$ cat src/rtl/pst_pkg.sv
// Shared types, sizes and helpers for the potentiometer soft-takeover block.
package pst_pkg;

    // Sizing
    localparam int CHANNELS   = 8;
    localparam int VALUE_BITS = 12;
    localparam int POT_MAX_W  = 12;
    localparam int OUT_W      = 12;
    localparam int CHAN_W     = 3;
    localparam int RAW_W      = 16;
    localparam int HOOK_W     = 12;
    localparam int WIDE_W     = 16;
    localparam int CH_EXT_W   = 7;
    localparam int CH_IDX_W   = (CHANNELS > 1) ? $clog2(CHANNELS) : 1;

    localparam logic [POT_MAX_W-1:0] POT_MAX_RESET = 12'd4095;

    // Request codes
    localparam logic REQ_READING = 1'b0;
    localparam logic REQ_HOOK    = 1'b1;

    // Per-channel pickup state
    typedef enum logic [1:0] {
        HS_UNHOOKED = 2'd0,
        HS_HOOKING  = 2'd1,
        HS_UNDER    = 2'd2,
        HS_OVER     = 2'd3
    } hook_t;

    typedef struct packed {
        hook_t                 hook;
        logic [VALUE_BITS-1:0] held;
    } entry_t;

    localparam int ENTRY_W = $bits(entry_t);

    // Sequencer states
    typedef enum logic {
        S_IDLE = 1'b0,
        S_EXEC = 1'b1
    } fsm_t;

    // Decoded transaction kind, captured at accept
    typedef struct packed {
        logic is_hook;
        logic ok;
        logic in_range;
    } pst_op_t;

    // Update unit verdict
    typedef struct packed {
        logic             wr_en;
        logic             has_result;
        entry_t           entry;
        logic [OUT_W-1:0] result;
    } pst_upd_t;

    // Fit a held value to the result width
    function automatic logic [OUT_W-1:0] to_out(input logic [VALUE_BITS-1:0] v);
        logic [WIDE_W-1:0] wide;
        wide = WIDE_W'(v);
        return wide[OUT_W-1:0];
    endfunction

endpackage

$ cat src/rtl/pst_if.sv
// Valid/ready channel interfaces for requests and results.
interface pst_in_if import pst_pkg::*; ();
    logic              valid;
    logic              ready;
    logic              req_type;
    logic [CHAN_W-1:0] channel;
    logic [RAW_W-1:0]  raw_reading;
    logic              read_ok;
    logic [HOOK_W-1:0] hook_value;

    modport source (
        output valid, req_type, channel, raw_reading, read_ok, hook_value,
        input  ready
    );
    modport sink (
        input  valid, req_type, channel, raw_reading, read_ok, hook_value,
        output ready
    );
endinterface

interface pst_out_if import pst_pkg::*; ();
    logic             valid;
    logic             ready;
    logic [OUT_W-1:0] pot_value;

    modport source (
        output valid, pot_value,
        input  ready
    );
    modport sink (
        input  valid, pot_value,
        output ready
    );
endinterface

$ cat src/rtl/pst_ram.sv
// Generic single-write, single-read RAM with registered read data.
module pst_ram #(
    parameter int WIDTH = 8,
    parameter int DEPTH = 8,
    localparam int AW = (DEPTH > 1) ? $clog2(DEPTH) : 1
) (
    input  logic             clk,
    input  logic             we,
    input  logic [AW-1:0]    waddr,
    input  logic [WIDTH-1:0] wdata,
    input  logic             re,
    input  logic [AW-1:0]    raddr,
    output logic [WIDTH-1:0] rdata
);

    logic [WIDTH-1:0] mem [DEPTH];
    logic [WIDTH-1:0] rdata_reg;

    // Write port and registered read port
    always_ff @(posedge clk)
    begin
        if (we)
        begin
            mem[waddr] <= wdata;
        end
        if (re)
        begin
            rdata_reg <= mem[raddr];
        end
    end

    assign rdata = rdata_reg;

endmodule

$ cat src/rtl/pst_update.sv
// Pickup update: next channel entry and returned value for one transaction.
module pst_update import pst_pkg::*; (
    input  pst_op_t               op,
    input  entry_t                cur,
    input  logic [VALUE_BITS-1:0] live,
    input  logic [VALUE_BITS-1:0] hook,
    output pst_upd_t              upd
);

    entry_t nxt;

    // Step the hook state against the live value
    always_comb
    begin
        nxt = cur;
        unique case (cur.hook)
            HS_UNHOOKED:
            begin
                nxt.held = live;
            end
            HS_HOOKING:
            begin
                if (live < cur.held)
                begin
                    nxt.hook = HS_UNDER;
                end
                else if (live > cur.held)
                begin
                    nxt.hook = HS_OVER;
                end
                else
                begin
                    nxt.hook = HS_UNHOOKED;
                    nxt.held = live;
                end
            end
            HS_UNDER:
            begin
                if (live >= cur.held)
                begin
                    nxt.hook = HS_UNHOOKED;
                    nxt.held = live;
                end
            end
            HS_OVER:
            begin
                if (live <= cur.held)
                begin
                    nxt.hook = HS_UNHOOKED;
                    nxt.held = live;
                end
            end
            default:
            begin
                nxt = cur;
            end
        endcase
    end

    // Pick write-back and result by transaction kind
    always_comb
    begin
        upd.wr_en      = 1'b0;
        upd.has_result = 1'b1;
        upd.entry      = cur;
        upd.result     = to_out(cur.held);
        priority if (op.is_hook)
        begin
            upd.has_result = 1'b0;
            upd.wr_en      = op.in_range;
            upd.entry.hook = HS_HOOKING;
            upd.entry.held = hook;
        end
        else if (!op.in_range)
        begin
            upd.result = '0;
        end
        else if (op.ok)
        begin
            upd.wr_en  = 1'b1;
            upd.entry  = nxt;
            upd.result = to_out(nxt.held);
        end
        else
        begin
            upd.result = to_out(cur.held);
        end
    end

endmodule

$ cat src/rtl/pot_soft_takeover_core.sv
// Potentiometer soft-takeover core: top level with state memory and sequencer.
//
// Each request passes through sequencer states S_IDLE and S_EXEC: acceptance
// issues the read of the channel's entry in the state memory, and the next
// cycle updates the entry, writes it back and loads the result register. The
// state memory's read is registered, so no new request is accepted until the
// sequencer is back in S_IDLE. A reading returns one result; a hook request
// returns none. The result register frees the request side while a result
// waits on out_ch; a request whose result finds that register still full holds
// in the update cycle until it drains. Channel state clears at reset through
// per-channel valid bits, so no clearing pass is needed. The user must write
// pot_max via cfg_we/cfg_wdata only while idle; the block does not enforce it.
module pot_soft_takeover_core import pst_pkg::*; (
    input  logic                 clk,
    input  logic                 rst_n,
    pst_in_if.sink               in_ch,
    pst_out_if.source            out_ch,
    input  logic                 cfg_we,
    input  logic [POT_MAX_W-1:0] cfg_wdata
);

    fsm_t                  state_reg;
    fsm_t                  state_next;
    logic [POT_MAX_W-1:0]  pot_max_reg;
    logic [CHANNELS-1:0]   valid_reg;
    pst_op_t               op_reg;
    logic [CH_IDX_W-1:0]   idx_reg;
    logic [VALUE_BITS-1:0] live_reg;
    logic [VALUE_BITS-1:0] hook_reg;
    logic                  out_valid_reg;
    logic [OUT_W-1:0]      out_value_reg;

    logic                  accept;
    logic                  finish;
    logic                  slot_free;
    logic [CH_EXT_W-1:0]   ch_ext;
    logic [CH_IDX_W-1:0]   rd_idx;
    logic                  in_range_in;
    logic                  raw_gt;
    logic [POT_MAX_W-1:0]  diff;
    logic [WIDE_W-1:0]     live_wide;
    logic [WIDE_W-1:0]     hook_wide;
    logic [ENTRY_W-1:0]    ram_rdata;
    entry_t                ent_mem;
    entry_t                ent_cur;
    pst_upd_t              upd;
    logic                  ram_we;

    // Decode the incoming request
    assign in_ch.ready = (state_reg == S_IDLE);
    assign accept      = in_ch.valid && in_ch.ready;
    assign ch_ext      = CH_EXT_W'(in_ch.channel);
    assign rd_idx      = ch_ext[CH_IDX_W-1:0];
    assign in_range_in = (ch_ext < CH_EXT_W'(CHANNELS));

    // Invert the raw sample against full scale
    assign raw_gt    = (in_ch.raw_reading > RAW_W'(pot_max_reg));
    assign diff      = pot_max_reg - in_ch.raw_reading[POT_MAX_W-1:0];
    assign live_wide = raw_gt ? '0 : WIDE_W'(diff);
    assign hook_wide = WIDE_W'(in_ch.hook_value);

    // Configuration register
    always_ff @(posedge clk or negedge rst_n)
    begin
        if (!rst_n)
        begin
            pot_max_reg <= POT_MAX_RESET;
        end
        else if (cfg_we)
        begin
            pot_max_reg <= cfg_wdata;
        end
    end

    // Capture the transaction at accept
    always_ff @(posedge clk)
    begin
        if (accept)
        begin
            op_reg.is_hook  <= (in_ch.req_type == REQ_HOOK);
            op_reg.ok       <= in_ch.read_ok;
            op_reg.in_range <= in_range_in;
            idx_reg         <= rd_idx;
            live_reg        <= live_wide[VALUE_BITS-1:0];
            hook_reg        <= hook_wide[VALUE_BITS-1:0];
        end
    end

    // State memory, read at accept and written back in the update cycle
    pst_ram #(
        .WIDTH (ENTRY_W),
        .DEPTH (CHANNELS)
    ) u_state_ram (
        .clk   (clk),
        .we    (ram_we),
        .waddr (idx_reg),
        .wdata (upd.entry),
        .re    (accept),
        .raddr (rd_idx),
        .rdata (ram_rdata)
    );

    // Never-written entries read as unhooked with zero held value
    assign ent_mem = ram_rdata;
    always_comb
    begin
        if (valid_reg[idx_reg])
        begin
            ent_cur = ent_mem;
        end
        else
        begin
            ent_cur.hook = HS_UNHOOKED;
            ent_cur.held = '0;
        end
    end

    pst_update u_update (
        .op   (op_reg),
        .cur  (ent_cur),
        .live (live_reg),
        .hook (hook_reg),
        .upd  (upd)
    );

    // Finish when the result register can take the result, or when there is no result
    assign slot_free = !out_valid_reg || out_ch.ready;
    assign finish    = (state_reg == S_EXEC) && (!upd.has_result || slot_free);
    assign ram_we    = finish && upd.wr_en;

    // Mark channels written since reset
    always_ff @(posedge clk or negedge rst_n)
    begin
        if (!rst_n)
        begin
            valid_reg <= '0;
        end
        else if (ram_we)
        begin
            valid_reg[idx_reg] <= 1'b1;
        end
    end

    // Result register
    always_ff @(posedge clk or negedge rst_n)
    begin
        if (!rst_n)
        begin
            out_valid_reg <= 1'b0;
        end
        else if (finish && upd.has_result)
        begin
            out_valid_reg <= 1'b1;
        end
        else if (out_ch.ready)
        begin
            out_valid_reg <= 1'b0;
        end
    end

    always_ff @(posedge clk)
    begin
        if (finish && upd.has_result)
        begin
            out_value_reg <= upd.result;
        end
    end

    assign out_ch.valid     = out_valid_reg;
    assign out_ch.pot_value = out_value_reg;

    // Sequencer state register
    always_ff @(posedge clk or negedge rst_n)
    begin
        if (!rst_n)
        begin
            state_reg <= S_IDLE;
        end
        else
        begin
            state_reg <= state_next;
        end
    end

    // Advance from read to update and back
    always_comb
    begin
        state_next = state_reg;
        unique case (state_reg)
            S_IDLE:
            begin
                if (accept)
                begin
                    state_next = S_EXEC;
                end
            end
            S_EXEC:
            begin
                if (finish)
                begin
                    state_next = S_IDLE;
                end
            end
            default:
            begin
                state_next = S_IDLE;
            end
        endcase
    end

endmodule

$ cat src/flat_wrapper.sv
// flat-port wrapper written by rule: the top's interface ports become plain ports
module pot_soft_takeover_core_flat import pst_pkg::*;
  (clk, rst_n, cfg_we, cfg_wdata, in_ch_valid, in_ch_req_type, in_ch_channel, in_ch_raw_reading, in_ch_read_ok, in_ch_hook_value, in_ch_ready, out_ch_valid, out_ch_pot_value, out_ch_ready);
  pst_in_if in_ch_i ();
  pst_out_if out_ch_i ();
  input  logic clk;
  input  logic rst_n;
  input  logic cfg_we;
  input  logic [POT_MAX_W-1:0] cfg_wdata;
  input wire logic [$bits(in_ch_i.valid)-1:0] in_ch_valid;
  input wire logic [$bits(in_ch_i.req_type)-1:0] in_ch_req_type;
  input wire logic [$bits(in_ch_i.channel)-1:0] in_ch_channel;
  input wire logic [$bits(in_ch_i.raw_reading)-1:0] in_ch_raw_reading;
  input wire logic [$bits(in_ch_i.read_ok)-1:0] in_ch_read_ok;
  input wire logic [$bits(in_ch_i.hook_value)-1:0] in_ch_hook_value;
  output wire logic [$bits(in_ch_i.ready)-1:0] in_ch_ready;
  output wire logic [$bits(out_ch_i.valid)-1:0] out_ch_valid;
  output wire logic [$bits(out_ch_i.pot_value)-1:0] out_ch_pot_value;
  input wire logic [$bits(out_ch_i.ready)-1:0] out_ch_ready;
  assign in_ch_i.valid = in_ch_valid;
  assign in_ch_i.req_type = in_ch_req_type;
  assign in_ch_i.channel = in_ch_channel;
  assign in_ch_i.raw_reading = in_ch_raw_reading;
  assign in_ch_i.read_ok = in_ch_read_ok;
  assign in_ch_i.hook_value = in_ch_hook_value;
  assign in_ch_ready = in_ch_i.ready;
  assign out_ch_valid = out_ch_i.valid;
  assign out_ch_pot_value = out_ch_i.pot_value;
  assign out_ch_i.ready = out_ch_ready;
  pot_soft_takeover_core u_core (.clk(clk), .rst_n(rst_n), .in_ch(in_ch_i), .out_ch(out_ch_i), .cfg_we(cfg_we), .cfg_wdata(cfg_wdata));
endmodule
$ cat config.mk
export PLATFORM = sky130hd
export DESIGN_NAME = pot_soft_takeover_core_flat
export DESIGN_NICKNAME = d
export VERILOG_FILES = /design/src/rtl/pst_pkg.sv /design/src/rtl/pst_if.sv /design/src/rtl/pst_ram.sv /design/src/rtl/pst_update.sv /design/src/rtl/pot_soft_takeover_core.sv /design/src/flat_wrapper.sv
export SDC_FILE = /design/constraint.sdc
export NUM_CORES = 1
export LEC_CHECK = 0
export BUFFER_PORTS_ARGS = -buffer_cell sky130_fd_sc_hd__buf_2
export CAP_MARGIN = 5
export CORE_MARGIN = 4
export CORE_UTILIZATION = 45
export CTS_CLUSTER_SIZE = 12
export DETAILED_ROUTE_END_ITERATION = 10
export PLACE_DENSITY = 0.63
export RECOVER_POWER = 25
export REMOVE_ABC_BUFFERS = 1
export SLEW_MARGIN = 10
export SYNTH_ARGS = -nofsm -noshare
export SYNTH_HDL_FRONTEND = slang
export SYNTH_HIERARCHICAL = 1
export SYNTH_SLANG_ARGS = --single-unit
$ cat constraint.sdc
create_clock -name clk -period 5.5 [get_ports clk]
set_input_delay 0.275 -clock clk [delete_from_list [all_inputs] [get_ports clk]]
set_output_delay 0.275 -clock clk [all_outputs]
set_load 0.05 [all_outputs]
==> impl_results.md, run 1 <==
* Critical Path RT at 5.65 ns
* Leakage power at 3.697 nW
* Core area at 19530 um^2
* CP Data Arrival Time at 4.48 ns
* Most area-consuming cells after synthesis: edfxtp_1 56%, mux4_1 7.3%, ha_1 4.9%
* Antenna cell count at 0
* Vias in the first global route at 5171
* Fillers at 1659
* CTS Buffer Depth at 2
* Fin. Hold Viols at 0
* Router iterations before antenna repair at 5
* # Post-CTS Setup Buffers at 0
* Area of the multi-input gates at 3109 um^2
* # resized after CTS at 0
* Period minus WS final at 4.331 ns
* Period utilization at 78.74%
* Hold Path Origin: in_ch_hook_value[7]
* Final Setup Violations at 0
* Final TNS setup at 0 ns
* Netlist cell types at 60
* Register Area at 5580 um^2
* DRC violations left at 0
* CTS tree: yes
* Hold WS at 0.01663 ns
* Chip width at 149.1 um
* Power Dens Cells at 332.4 nW/um^2
* Max FFs per register at 112
* Crit Path Class: register to register
* Worst vdd ir at 0.2224 mV
* First-pass GRT wire length at 29060 um
* Fmax at 230.9 MHz
* Initial drt markers at 509
* Worst Hold Class: input pin to register
* Fin worst setup slack at 1.169 ns
* Antenna Nets Post-Route at 0
* GRT Util Overall at 17.48%
* CP max stage delay at 0.67 ns
* Status: finished with violations
* CP cell instances: nor2b_1 -> a22o_1 -> nand2_1 -> nand2_1 -> and2_1 -> inv_1 -> ha_1 -> nor2b_1 -> o211ai_1 -> a211o_1 -> a311o_1 -> nand4_4 -> o211ai_1
* Primary FF master, synth: edfxtp_1
* EDFF count, synth at 167
* Initial antenna violation count at 0
* RSZ-0062 raised after global routing: no
* Cells after synthesis at 624
* Critical Path Source: u_core/idx_reg[1]
* Pins Over Slew Limit at 105
* Sink Count at 189
* H-tree Lvls at 4
* FF-to-FF Start: u_core/idx_reg[1]
* Asr flop ratio synth at 11.64%
* Crit-path leading delay family: compound AO/OA/AOI/OAI gates
* Full die area at 22240 um^2
* # hold bufs at CTS at 2
* Port Buffers at 63
* Worst Path Buf+Inv at 1
* Die H at 149.1 um
* CTS clk-pin slew, worst paths at 0.07 ns
* Final wirelength at 19180 um
* Sequential area share after synthesis at 62.25%
* Critical path launch point type: register
* GPL Wtd Cong at 0.8541
* Post-synthesis register bit count at 189
* CP endpoint kind: register
* Layout area overhead at 12.64%
* Gr ovfl total at 0
* Share of cells above drive strength 1 at 16.88%
* WL/cell at 19.90 um
* HPWL after DPL at 12420 um
* Worst-Skew Late Latency at 0.43 ns
* CP max FO at 34
* DR vias/cell at 5.556
* Largest net degree at the start of global routing at 45
* Yosys warnings at 6
* Rows at 51
* Clk root buf: clkbuf_16
* Relative slew slack at -80.19%
* Cell taking the most area after synthesis: edfxtp_1
* Initial core utilization at 45.91%
* Vias post-DR at 5356
* Worst Skew at 0.01286 ns
* Worst slack, placed at 1.229 ns
* Failing checks: capacitance limit, slew limit
* Slowest-stage cell, CP: o211ai_1
* Mean post-synth cell area at 14.37 um^2
* I/O pin count at 64
* Nets@finish at 772
* Worst-Margin Slew at 2.703 ns
* Mapped Area at 8965 um^2
* Maximum Capacitance Violations at 3
* CTS buffer count at 17
* Synth top area share at 55.94%
## worst paths after layout
path                                                 to  depth (start not counted)  slack (ns)
hold reg to reg                     u_core/valid_reg[3]                          1        0.47
hold / removal                       u_core/hook_reg[7]                          1        0.02
setup reg to reg           u_core/u_state_ram/mem[7][0]                         13        1.17
max in group asynchronous           u_core/valid_reg[3]                          2        4.07
min in group asynchronous              u_core/state_reg                          2        0.67
setup / recovery           u_core/u_state_ram/mem[7][0]                         13        1.17
## report_power, final
part	switching, mW	internal, mW
Combinational	0.290	0.172
Clock	0.558	0.643
Sequential	0.0355	1.66
Total	0.884	2.47
## final cells by class
class	count	area share, %
clock buffer	18	4.250
timing repair buffer	70	3.444
clock inverter	14	1.487
tap	265	3.283
inverter	40	1.487
multi-input combinational	368	30.79
sequential	189	55.26
## through the flow
stage | power [mW] | cell area, um^2 | utilization (%) | instances
floorplan | 2.032 | 8795 | - | 597
global placement | 2.165 | 9509 | 48.70 | 928
detailed placement | 2.180 | 9509 | 48.70 | 928
CTS | 3.383 | 10110 | 51.77 | 962
global route | 3.500 | 10100 | 51.72 | 964
finish | 3.356 | 10100 | 51.72 | 964
## kinds of logic (layout without fill, tap and decap cells)
group	after synthesis	count (layout)	synth area share, %
AND/OR/NAND/NOR	177	177	10.33
XOR/XNOR	3	3	0.2931
flip-flops	189	189	62.25
AO/OA/AOI/OAI	104	104	8.221
buffers and inverters	70	142	3.699
adder cells (fa/ha/maj)	36	36	5.108
multiplexers	44	44	10.06
other	1	4	0.04183
## routing by layer
layer | up-vias | global-route usage [%] | wire, um
met5 | - | 0 | 0
met4 | 0 | 5.034 | 294
met3 | 22 | 3.130 | 649
met2 | 118 | 28.51 | 9462
met1 | 2698 | 24.29 | 8772
li1 | 2518 | - | -
## worst reg2reg max path: stages (launching register included)
cell	delay, ns
edfxtp_1	0.64
nor2b_1	0.29
a22o_1	0.18
nand2_1	0.05
nand2_1	0.39
and2_1	0.25
inv_1	0.08
ha_1	0.31
nor2b_1	0.13
o211ai_1	0.18
a211o_1	0.23
a311o_1	0.26
nand4_4	0.40
o211ai_1	0.67
## placed cells by master (no fill, tap or decap), types with 3 or more instances in the layout
cell type / instances
o211ai_1: 7
nor2b_1: 7
nor2_2: 6
nor4b_2: 3
clkinv_4: 3
inv_8: 3
o221ai_1: 11
a21oi_1: 20
ha_1: 35
mux4_1: 25
nand3_1: 7
nand2b_1: 8
dlygate4sd3_1: 4
and2_1: 16
dfstp_2: 6
clkbuf_1: 23
nor3_1: 10
a211o_1: 4
inv_1: 40
mux4_2: 3
mux2_2: 14
nor3b_1: 4
clkbuf_16: 17
nor2_1: 32
nand2_1: 59
a21o_1: 10
edfxtp_1: 167
nand4_1: 10
dfstp_1: 6
dfrtp_1: 10
buf_2: 42
a211oi_1: 5
a221o_1: 11
o21ai_0: 20
inv_6: 4
conb_1: 4
## Yosys cell counts (11+ instances only)
cell / instances
a21oi_1: 20
a221o_1: 11
and2_1: 16
dfstp_2: 12
edfxtp_1: 167
ha_1: 35
inv_1: 40
mux2_2: 14
mux4_1: 25
nand2_1: 59
nor2_1: 38
nor3_1: 12
o21ai_0: 20
o221ai_1: 11
Note: power is estimated with default switching activity, not from simulation.
==> run 2: changes to the inputs <==
--- a/config.mk
+++ b/config.mk
@@ -5,13 +5,14 @@
 export SDC_FILE = /design/constraint.sdc
 export NUM_CORES = 1
 export LEC_CHECK = 0
+export ABC_AREA = 1
 export BUFFER_PORTS_ARGS = -buffer_cell sky130_fd_sc_hd__buf_2
 export CAP_MARGIN = 5
 export CORE_MARGIN = 4
 export CORE_UTILIZATION = 45
 export CTS_CLUSTER_SIZE = 12
 export DETAILED_ROUTE_END_ITERATION = 10
-export PLACE_DENSITY = 0.63
+export PLACE_DENSITY = 0.65
 export RECOVER_POWER = 25
 export REMOVE_ABC_BUFFERS = 1
 export SLEW_MARGIN = 10
==> constraint.sdc (replaced) <==
create_clock -name clk -period 3.9 [get_ports clk]
set_input_delay 0.195 -clock clk [delete_from_list [all_inputs] [get_ports clk]]
set_output_delay 0.195 -clock clk [all_outputs]
set_load 0.05 [all_outputs]
==> run 2 against run 1 <==
The flow still finishes with violations (capacitance limit, slew limit). Global-route usage rose by 1.7 points. Fmax rose by 20%. Sequential share of layout area fell by 7.1 points. Cell count rose by 63%. Non-clock buffer count rose by 51. Sequential power rose by 38%. Register-to-register slack got worse by 0.88 ns. Highest routed layer unchanged. Critical path type unchanged. Final area rose by 15%. Clock skew fell by 0.0016 ns. Utilization rose by 1.2 points. Wire length rose by 22%.
==> impl_results.md, run 2 <==
* Rows at 54
* Worst-Skew Late Latency at 0.42 ns
* Simple-Gate Fraction of Synth Area at 24.59%
* Switching Fraction at 26.99%
* Met3 usage at 2.942%
* Post-synthesis register bit count at 189
* Power Dens Cells at 414.5 nW/um^2
* Fmax at 277.3 MHz
* DP Area at 10650 um^2
* Initial core utilization at 45.86%
* Status: finished with violations
* Sequential area share after synthesis at 55.59%
* Critical Path RT at 4.02 ns
* HPWL after DPL at 14800 um
* Pins Over Slew Limit at 133
* CP endpoint kind: register
* Core area at 21890 um^2
* Die H at 157.4 um
* Router iterations before antenna repair at 6
* Relative slew slack at -81.56%
* Complex-gate fraction of the synthesized area at 3.851%
* Yosys warnings at 6
* Fillers at 1971
* Cell taking the most area after synthesis: edfxtp_1
* GRT Util Overall at 19.16%
* Hold Path Origin: out_ch_ready
* Worst Skew at 0.01129 ns
* Full die area at 24760 um^2
* GR Layer Usage met1 at 27.31%
* Vias in the first global route at 6987
* Failing checks: capacitance limit, slew limit
* DRC violations left at 0
* Combinational share of power at 16.1%
* Critical path launch point type: register
* CP max FO at 14
* Initial drt markers at 591
* Most frequent cells in the layout: 417 x nand2_1, 179 x inv_1, 167 x edfxtp_1
* Sink Count at 189
* Pint at 3.505 mW
* EDFF count, synth at 167
* Mapped Area at 10040 um^2
* Slowest-stage cell, CP: edfxtp_1
* Final instance area at 11580 um^2
* GRT Max-Usage Layer: met2
* Max FFs per register at 112
* Vias post-DR at 7694
* Worst Hold Class: input pin to register
* CTS tree: yes
* Fin. Hold Viols at 0
* Primary FF master, synth: edfxtp_1
* Largest family of logic cells by synthesized area: simple AND/OR/NAND/NOR gates
* Antenna cell count at 0
* Layout area overhead at 15.38%
* Port Buffers at 63
* Period minus WS final at 3.607 ns
* DR vias/cell at 4.885
* Relative contribution of sequential cells to total power at 48.7%
* CTS buffer count at 17
* Top cell by count, worst path: nand2_1
* Final wirelength at 23340 um
* Mean post-synth cell area at 8.580 um^2
* Cells after synthesis at 1170
* Overall Power at 4.800 mW
* First-pass GRT wire length at 36730 um
* CP max stage delay at 0.47 ns
* Top-count cell post-synth: nand2_1
* I/O pin count at 64
* Nets@finish at 1368
* Largest net degree at the start of global routing at 58
* Sw Pwr at 1.296 mW
* CTS Buffer Depth at 2
* Critical Path Source: u_core/idx_reg[2]
* Synth top area share at 49.96%
* Commonest non-fill, non-tap cell in the layout: nand2_1
* Post-synthesis adder-cell area fraction at 4.562%
* Post-Synth XOR/XNOR Area at 0.2617%
* Met2 Use GR at 30.94%
* Worst-Margin Slew at 2.723 ns
* Crit Path Class: register to register
* WL/cell at 14.82 um
* Leakage power at 5.572 nW
* Clk root buf: clkbuf_16
* Maximum Capacitance Violations at 3
* Worst vdd ir at 0.3038 mV
* Gr ovfl total at 0
* H-tree Lvls at 4
* Final Setup Violations at 0
* Synth top cells by count: 422 x nand2_1, 179 x inv_1, 167 x edfxtp_1
* CP Data Arrival Time at 3.72 ns
* FF-to-FF Start: u_core/idx_reg[2]
* Netlist cell types at 35
* CTS clk-pin slew, worst paths at 0.07 ns
* Share of cells above drive strength 1 at 14.29%
* GPL Wtd Cong at 0.9068
* Antenna Nets Post-Route at 0
* Period utilization at 92.48%
* Asr flop ratio synth at 11.64%
* Most area-consuming cells after synthesis: edfxtp_1 50%, nand2_1 16%, inv_1 6.7%
* Chip width at 157.4 um
* Clock share of power at 35.3%
* Mux contribution to synthesized area at 0%
* Initial antenna violation count at 0
-- run 2: cell types whose count changed in the layout (fill, tap and decap cells not counted), moves of 14 or more --
cell / before / now
and2_1: 16 / 0
buf_4: 2 / 29
dlygate4sd3_1: 4 / 28
inv_1: 40 / 179
inv_2: 0 / 48
mux2_2: 14 / 0
mux4_1: 25 / 0
nand2_1: 59 / 417
nand3_1: 7 / 93
nor2_1: 32 / 64
-- run 2: area by class of cell --
type                       instances  area [um^2]  share of cell area [%]
clock buffer                      18        429.2                   3.705
tap                              280        350.3                   3.025
sequential                       189         5580                   48.18
timing repair buffer             121        793.3                   6.849
multi-input combinational        721         3410                   29.44
clock inverter                    14        142.6                   1.231
inverter                         232        877.1                   7.573
-- run 2: per-layer routing --
metal | share of wire [%] | vias to the layer above
met5 | 0 | -
met4 | 1.1 | 0
met3 | 5.4 | 24
met2 | 47 | 229
met1 | 47 | 3571
li1 | - | 3870
-- run 2: power groups by stage --
| stage | logic, mW | registers, mW | clock network (mW) |
|---|---|---|---|
| 2_1_floorplan | 0.456 | 2.41 | 0 |
| 3_3_place_gp | 0.712 | 2.38 | 0 |
| 3_5_place_dp | 0.719 | 2.38 | 0 |
| 4_1_cts | 0.746 | 2.34 | 1.73 |
| 5_1_grt | 0.867 | 2.34 | 1.83 |
| 6_report | 0.770 | 2.34 | 1.69 |
-- run 2: final timing paths --
kind	cells past startpoint	slack, ns	endpoint
worst min register to register	2	0.46	u_core/valid_reg[0]
worst max register to register	26	0.29	u_core/u_state_ram/mem[2][9]
min in group asynchronous	2	0.59	u_core/state_reg
max in group asynchronous	2	2.57	u_core/valid_reg[1]
worst max-delay path	26	0.29	u_core/u_state_ram/mem[2][9]
worst min-delay path	4	0.03	u_core/out_ch.valid
-- run 2: through the flow --
stage | util (%) | hold slack [ns] | setup slack [ns] | TNS [ns] | std cells
2_1_floorplan | - | -0.1006 | 0.7102 | 0 | 1141
3_3_place_gp | 48.67 | 0.2022 | 0.3150 | 0 | 1506
3_5_place_dp | 48.67 | 0.2126 | 0.2115 | 0 | 1506
4_1_cts | 52.56 | 0.009131 | 0.1549 | 0 | 1566
5_1_grt | 52.91 | 0.08376 | -0.007158 | -0.1049 | 1575
6_report | 52.91 | 0.03125 | 0.2933 | 0 | 1575
-- run 2: repair_timing --
| action | in CTS | in global routing |
|---|---|---|
| hold buffers | 28 | 0 |
| setup buffers | 0 | 8 |
| hold endpoints to repair | 37 | 0 |
| setup endpoints to repair | 0 | 109 |
| resized for setup | 0 | 13 |
-- run 2: logic make-up (layout without fill, tap and decap cells) --
logic type      Yosys count  after routing
compound gates           72             72
xor+xnor                  3              3
fa+ha+maj                36             36
buf+inv                 267            385
flops                   189            189
other cells               1              7
simple gates            602            603
-- run 2: critical path, delay by kind of cell, from the launching register on --
family / cells / cell delay, ns
simple gates: 20 / 1.89
flops: 1 / 0.47
buf+inv: 4 / 0.45
fa+ha+maj: 1 / 0.31
compound gates: 1 / 0.18
